File: config.mk
export PLATFORM = sky130hd
export DESIGN_NAME = gls_pass_seq
export DESIGN_NICKNAME = d
export VERILOG_FILES = /design/src/rtl/gls_pkg.sv /design/src/rtl/gls_pass_seq.sv
export SDC_FILE = /design/constraint.sdc
export NUM_CORES = 1
export LEC_CHECK = 0
export ABC_AREA = 1
export BUFFER_PORTS_ARGS = -buffer_cell sky130_fd_sc_hd__buf_4
export CAP_MARGIN = 20
export CORE_UTILIZATION = 40
export CTS_BUF_LIST = sky130_fd_sc_hd__clkbuf_4 sky130_fd_sc_hd__clkbuf_8
export CTS_CLUSTER_SIZE = 30
export DETAILED_ROUTE_END_ITERATION = 6
export MAX_ROUTING_LAYER = met4
export PLACE_DENSITY = 0.59
export SETUP_SLACK_MARGIN = 0.1
export SLEW_MARGIN = 0
export SYNTH_ARGS = -nofsm -noshare
export SYNTH_HDL_FRONTEND = slang
export SYNTH_SLANG_ARGS = --single-unit
File: constraint.sdc
create_clock -name clk -period 10.05 [get_ports clk]
set_input_delay 2.01 -clock clk [delete_from_list [all_inputs] [get_ports clk]]
set_output_delay 2.01 -clock clk [all_outputs]
set_load 0.05 [all_outputs]
File: src/rtl/gls_pkg.sv
`default_nettype none
package gls_pkg;

  localparam int SAMPLE_W   = 16;
  localparam int CFG_IDX_W  = 2;
  localparam int CFG_DATA_W = 9;
  localparam int PASS_W     = 8;
  localparam int MODE_W     = 2;

  // register indexes
  localparam logic [CFG_IDX_W-1:0] REG_COLUMNS = 2'd0;
  localparam logic [CFG_IDX_W-1:0] REG_ROWS    = 2'd1;
  localparam logic [CFG_IDX_W-1:0] REG_PASSES  = 2'd2;
  localparam logic [CFG_IDX_W-1:0] REG_MODE    = 2'd3;

  // boundary modes
  localparam logic [MODE_W-1:0] MODE_SEAM = 2'd0;
  localparam logic [MODE_W-1:0] MODE_WRAP = 2'd1;
  localparam logic [MODE_W-1:0] MODE_ZERO = 2'd2;

  localparam logic [0:0] ACT_LOAD = 1'b0;

  typedef struct packed {
    logic              start;
    logic [MODE_W-1:0] mode;
    logic [PASS_W-1:0] passes;
  } job_t;

  typedef struct packed {
    logic busy;
    logic done;
    logic buf_sel;
  } stat_t;

endpackage
`default_nettype wire

File: src/rtl/gls_pass_seq.sv
`default_nettype none
module gls_pass_seq #(
  parameter int MAX_COLUMNS = 256,
  parameter int MAX_ROWS = 256,
  localparam int DEPTH = MAX_COLUMNS * MAX_ROWS,
  localparam int AW = $clog2(DEPTH),
  localparam int PW = $clog2(DEPTH + 1),
  localparam int CW = $clog2(((MAX_COLUMNS > MAX_ROWS) ? MAX_COLUMNS : MAX_ROWS) + 1),
  localparam int SW = gls_pkg::SAMPLE_W
) (
  input  wire logic          clk,
  input  wire logic          rst_n,
  input  wire gls_pkg::job_t job_i,
  input  wire logic [CW-1:0] cols_i,
  input  wire logic [CW-1:0] rows_i,
  input  wire logic [PW-1:0] total_i,
  input  wire logic          src_buf_i,
  output gls_pkg::stat_t     stat_o,
  output logic               rd_en_o,
  output logic [AW:0]        rd_addr_o,
  input  wire logic [SW-1:0] rd_data_i,
  output logic               wr_en_o,
  output logic [AW:0]        wr_addr_o,
  output logic [SW-1:0]      wr_data_o
);
  import gls_pkg::*;

  localparam int XW = $clog2(MAX_COLUMNS);
  localparam int YW = $clog2(MAX_ROWS);
  localparam int ACC_W = SW + 3;

  localparam logic [1:0] S_IDLE = 2'd0;
  localparam logic [1:0] S_CELL = 2'd1;
  localparam logic [1:0] S_CPRD = 2'd2;
  localparam logic [1:0] S_CPWR = 2'd3;

  logic [1:0]        st_r, st_nxt;
  logic [MODE_W-1:0] mode_r, mode_nxt;
  logic [CW-1:0]     cols_r, cols_nxt, rows_r, rows_nxt;
  logic [AW-1:0]     lastb_r, lastb_nxt;
  logic [PASS_W-1:0] left_r, left_nxt;
  logic              buf_r, buf_nxt;
  logic              done_r, done_nxt;
  logic [XW-1:0]     i_r, i_nxt;
  logic [YW-1:0]     j_r, j_nxt;
  logic [AW-1:0]     base_r, base_nxt;
  logic [2:0]        k_r, k_nxt;
  logic [ACC_W-1:0]  acc_r, acc_nxt;
  logic              zero_r, zero_nxt;

  logic              last_col, first_col, last_row, seam_row, first_row, row_end;
  logic [AW-1:0]     cols_a, rowb, addr;
  logic [XW-1:0]     col;
  logic              nb_zero;
  logic [ACC_W-1:0]  addend, sum;
  logic              pass_end;

  assign cols_a    = AW'(cols_r);
  assign last_col  = (CW'(i_r) == cols_r - CW'(1));
  assign first_col = (i_r == '0);
  assign last_row  = (CW'(j_r) == rows_r - CW'(1));
  assign seam_row  = (CW'(j_r) >= rows_r - CW'(2));
  assign first_row = (j_r == '0);
  assign row_end   = (mode_r == MODE_SEAM) ? seam_row : last_row;

  // neighbor address for the current step: center, right, left, down, up
  always_comb begin
    rowb    = base_r;
    col     = i_r;
    nb_zero = 1'b0;
    case (k_r)
      3'd1: begin
        if (last_col) begin
          if (mode_r == MODE_WRAP) col = '0;
          else if (mode_r != MODE_SEAM) nb_zero = 1'b1;
        end else begin
          col = i_r + XW'(1);
        end
      end
      3'd2: begin
        if (first_col) begin
          if (mode_r == MODE_WRAP) col = XW'(cols_r - CW'(1));
          else if (mode_r != MODE_SEAM) nb_zero = 1'b1;
        end else begin
          col = i_r - XW'(1);
        end
      end
      3'd3: begin
        rowb = base_r + cols_a;
        if (mode_r == MODE_SEAM) begin
          if (seam_row) rowb = '0;
        end else if (mode_r == MODE_WRAP) begin
          if (last_row) rowb = base_r;
        end else if (last_row) begin
          nb_zero = 1'b1;
        end
      end
      3'd4: begin
        rowb = base_r - cols_a;
        if (first_row) begin
          if (mode_r == MODE_SEAM) rowb = lastb_r - cols_a;
          else if (mode_r == MODE_WRAP) rowb = base_r;
          else nb_zero = 1'b1;
        end
      end
      default: begin
        rowb = base_r;
      end
    endcase
  end

  assign addr   = rowb + AW'(col);
  assign addend = zero_r ? '0 :
                  (k_r == 3'd1) ? {1'b0, rd_data_i, 2'b00} : ACC_W'(rd_data_i);
  assign sum    = acc_r + addend;

  always_comb begin
    rd_en_o   = 1'b0;
    rd_addr_o = {buf_r, addr};
    wr_en_o   = 1'b0;
    wr_addr_o = {~buf_r, base_r + AW'(i_r)};
    wr_data_o = sum[ACC_W-1:3];
    case (st_r)
      S_CELL: begin
        rd_en_o = (k_r <= 3'd4);
        wr_en_o = (k_r == 3'd5);
      end
      S_CPRD: begin
        rd_en_o   = 1'b1;
        rd_addr_o = {~buf_r, AW'(i_r)};
      end
      S_CPWR: begin
        wr_en_o   = 1'b1;
        wr_addr_o = {~buf_r, lastb_r + AW'(i_r)};
        wr_data_o = rd_data_i;
      end
      default: begin
        rd_en_o = 1'b0;
      end
    endcase
  end

  always_comb begin
    st_nxt    = st_r;
    mode_nxt  = mode_r;
    cols_nxt  = cols_r;
    rows_nxt  = rows_r;
    lastb_nxt = lastb_r;
    left_nxt  = left_r;
    buf_nxt   = buf_r;
    done_nxt  = 1'b0;
    i_nxt     = i_r;
    j_nxt     = j_r;
    base_nxt  = base_r;
    k_nxt     = k_r;
    acc_nxt   = acc_r;
    zero_nxt  = nb_zero;
    pass_end  = 1'b0;
    case (st_r)
      S_IDLE: begin
        if (job_i.start) begin
          st_nxt    = S_CELL;
          mode_nxt  = (job_i.mode == MODE_SEAM || job_i.mode == MODE_WRAP) ?
                      job_i.mode : MODE_ZERO;
          cols_nxt  = cols_i;
          rows_nxt  = rows_i;
          lastb_nxt = AW'(total_i - PW'(cols_i));
          left_nxt  = job_i.passes;
          buf_nxt   = src_buf_i;
          i_nxt     = '0;
          j_nxt     = '0;
          base_nxt  = '0;
          k_nxt     = '0;
        end
      end
      S_CELL: begin
        acc_nxt = (k_r == 3'd0) ? ACC_W'(4) : sum;
        k_nxt   = k_r + 3'd1;
        if (k_r == 3'd5) begin
          k_nxt = '0;
          if (last_col) begin
            i_nxt = '0;
            if (row_end) begin
              if (mode_r == MODE_SEAM) st_nxt = S_CPRD;
              else pass_end = 1'b1;
            end else begin
              j_nxt    = j_r + YW'(1);
              base_nxt = base_r + cols_a;
            end
          end else begin
            i_nxt = i_r + XW'(1);
          end
        end
      end
      S_CPRD: begin
        st_nxt = S_CPWR;
      end
      S_CPWR: begin
        st_nxt = S_CPRD;
        if (last_col) pass_end = 1'b1;
        else i_nxt = i_r + XW'(1);
      end
      default: begin
        st_nxt = S_IDLE;
      end
    endcase
    if (pass_end) begin
      buf_nxt  = ~buf_r;
      left_nxt = left_r - PASS_W'(1);
      i_nxt    = '0;
      j_nxt    = '0;
      base_nxt = '0;
      k_nxt    = '0;
      if (left_r == PASS_W'(1)) begin
        st_nxt   = S_IDLE;
        done_nxt = 1'b1;
      end else begin
        st_nxt = S_CELL;
      end
    end
  end

  always_ff @(posedge clk) begin
    if (!rst_n) begin
      st_r   <= S_IDLE;
      done_r <= 1'b0;
      buf_r  <= 1'b0;
      k_r    <= '0;
    end else begin
      st_r   <= st_nxt;
      done_r <= done_nxt;
      buf_r  <= buf_nxt;
      k_r    <= k_nxt;
    end
  end

  always_ff @(posedge clk) begin
    mode_r  <= mode_nxt;
    cols_r  <= cols_nxt;
    rows_r  <= rows_nxt;
    lastb_r <= lastb_nxt;
    left_r  <= left_nxt;
    i_r     <= i_nxt;
    j_r     <= j_nxt;
    base_r  <= base_nxt;
    acc_r   <= acc_nxt;
    zero_r  <= zero_nxt;
  end

  assign stat_o.busy    = (st_r != S_IDLE);
  assign stat_o.done    = done_r;
  assign stat_o.buf_sel = buf_r;

endmodule
`default_nettype wire

==> impl_metrics.env <==
export IMPL_drtIter0Drc=832
export IMPL_power_leakage_nw=5.876
export IMPL_cts_tree="done"
export IMPL_switching_share=0.5897
export IMPL_rsz0062_at_grt="false"
export IMPL_cts_setup_buffers=0
export IMPL_fin_crit_ns=8.087
export IMPL_seqCellArea_um2=2693
export IMPL_status="finished clean"
export IMPL_synth_nets=1859
export IMPL_vias=11610
export IMPL_dieArea_um2=29110
export IMPL_cts_resized=0
export IMPL_final_cell_mix="nand2_1, inv_1, nor2_1"
export IMPL_antennaDiodeCount=0
export IMPL_grt_max_degree=38
export IMPL_hpwl_mm=28.47
export IMPL_die_w_um=170.6
export IMPL_htreeDepth=3
export IMPL_start_kind="flip-flop"
export IMPL_total_power_mw=3.755
export IMPL_drc_errors=0
export IMPL_wirelength_mm=36.12
export IMPL_p_sw_mw=2.214
export IMPL_synth_area_um2=11370
export IMPL_clk_pin_slew_ns=0.11
export IMPL_drive_gt1_frac=0.1212
export IMPL_layoutNonFillerInstCount=2169
export IMPL_numCtsBuffers=9
export IMPL_critPathMaxStageDelay_ns=0.62
export IMPL_intPower_mw=1.541
export IMPL_vias_per_cell=5.353
export IMPL_async_flop_share=0
export IMPL_slew_viol_final=0
export IMPL_area_growth_pct=12.41
export IMPL_final_nets=1951
export IMPL_crit_family="simple AND/OR/NAND/NOR gates"
export IMPL_synth_edff_count=63
export IMPL_synthCells=1694
export IMPL_grt_overflow=0
export IMPL_worstPathMaxFanout=20
export IMPL_cp_data_arrival_time_ns=6.08
export IMPL_track_usage=0.2564
export IMPL_ir_drop_mv=0.1560
export IMPL_antenna_found_initial=0
export IMPL_core_um2=27860
export IMPL_finalSetupViolations=0
export IMPL_finalInstanceArea_um2=12780
export IMPL_ctsHoldBuffers=0
export IMPL_hold_worst_slack_ns=0.5115
export IMPL_power_frac_seq=0.189
export IMPL_syn_avg_cell_area_um2=6.712
export IMPL_yosys_warnings=0
export IMPL_power_density_nw_per_um2=293.8
export IMPL_critPathBufInv=4
export IMPL_worstPathRequired_ns=8.04
export IMPL_tns_ns=0
export IMPL_firstDrtPassIters=5
export IMPL_final_common_cell="nand2_1"
export IMPL_drv_cap=0
export IMPL_port_buffers=118
export IMPL_finalCritPeriodShare=0.8047
export IMPL_ys_seq_elements=103
export IMPL_clock_skew_ns=0.01703
export IMPL_clkPwrFrac=0.079
export IMPL_slew_headroom=0.4703
export IMPL_crit_path_end_kind="output port"
export IMPL_grt_pass1_wl_mm=56.37
export IMPL_nFillCells=2931
export IMPL_gp_congestion=1.012
export IMPL_die_h_um=170.6
export IMPL_post_dp_cell_area_um2=12580
export IMPL_clockBufferDepth=2
export IMPL_wire_per_inst_um=16.65
export IMPL_start_util=0.4082
export IMPL_io_pins=120
export IMPL_tightestPinTransition_ns=0.7936
export IMPL_grt_pass1_vias=10817
export IMPL_root_buffer="clkbuf_8"
export IMPL_dp_cells=2153
export IMPL_pwr_share_comb=0.731
export IMPL_clock_sinks=103
export IMPL_slowest_stage="nor2_2"
export IMPL_clk_latency_ns=0.42
export IMPL_hold_class="flip-flop to flip-flop"
export IMPL_multi_input_area_um2=7575
export IMPL_ant_nets=0
export IMPL_synth_top_flop_cell="edfxtp_1"
export IMPL_finalHoldViolCount=0
export IMPL_crit_type="flip-flop to output port"
export IMPL_max_freq_ghz=0.1237
export IMPL_rows=61
export IMPL_ys_seq_area_frac=0.2368
export IMPL_crit_path_frequent_cell="nor2_1"
export IMPL_ys_types=54
power by group through the flow:
stage	Clock, mW	Sequential, mW	Combinational [mW]
after floorplan	0	0.661	2.04
after global placement	0	0.717	2.70
after detailed placement	0	0.718	2.72
after CTS	0.306	0.708	2.73
after global routing	0.320	0.725	2.99
final	0.298	0.710	2.75
path summary, 6_finish.rpt:
path	from	slack (ns)	to	cells past startpoint
setup reg to reg	k_r[0]	5.52	acc_r[15]	18
setup / recovery	cols_r[1]	1.96	rd_addr_o[12]	26
hold / removal	k_r[0]	0.51	k_r[0]	2
hold reg to reg	k_r[0]	0.51	k_r[0]	2
cell families after synthesis:
kind of cell,Yosys count,share of synthesized area
simple gates,739,0.2860
fa+ha+maj,100,0.1147
buf+inv,275,0.09727
compound gates,375,0.1867
xor+xnor,102,0.07857
flops,103,0.2368
worst register-to-register path: cells and delay by family, from the launching register on:
kind	cells	cell delay [ns]
AOI/OAI and AO/OA	6	1.04
xor gates and xnor gates	1	0.26
adders and majority gates	1	0.38
buffers and inverters	4	0.63
DFF	1	0.39
and+or+nand+nor	6	1.57
cell type report:
class	instances	share of cell area
Multi-Input combinational cell	1316	0.5926
Sequential cell	103	0.2106
Timing Repair Buffer	132	0.07782
Inverter	224	0.06578
Tap cell	378	0.03700
Clock buffer	10	0.01028
Clock inverter	6	0.005873
metrics by stage:
step	worst slack [ns]	util
6_report	1.963	0.4588
4_1_cts	1.973	0.4588
3_5_place_dp	2.454	0.4514
2_1_floorplan	2.985	-
5_1_grt	1.460	0.4588
3_3_place_gp	2.507	0.4510
cell usage after synthesis, types with 6 or more instances:
cell type	n	share of area
nor3_1	22	0.0097
o22ai_1	16	0.0088
ha_1	93	0.10
edfxtp_1	63	0.17
nand4_1	31	0.017
buf_4	6	0.0040
inv_1	203	0.067
clkinv_1	8	0.0026
o21bai_1	8	0.0053
nor2_1	162	0.053
buf_2	17	0.0075
o21ai_1	7	0.0031
xor2_1	81	0.062
xnor2_1	21	0.016
a22oi_1	7	0.0046
dfxtp_1	40	0.070
nand2_1	368	0.12
nor2_2	13	0.0072
a21oi_1	126	0.055
a31oi_1	14	0.0077
inv_2	13	0.0043
o211ai_1	11	0.0073
nor2_4	6	0.0059
a211oi_1	12	0.0079
nand3_1	96	0.042
nand2_2	12	0.0066
o21ai_0	146	0.064
fa_1	7	0.012
clkbuf_1	24	0.0079
o221ai_1	6	0.0046
flip-flops by register name (all words and copies together) (netlist names), named ones only:
signal,flops
st_r,1
i_r,8
base_r,16
zero_r,1
done_r,1
k_r,3
acc_r,19
mode_r,2
rows_r,9
cols_r,9
left_r,8
lastb_r,16
j_r,8
buf_r,1
routing by layer:
layer	wire (µm)	up-vias	track usage	part of all wire
met4	718	0	0.07011	0.020
li1	-	5854	-	-
met1	16420	5339	0.3225	0.45
met3	2245	50	0.04279	0.062
met5	0	-	-	0
met2	16740	367	0.4229	0.46
No activity file was read; power rests on OpenSTA's default activity.
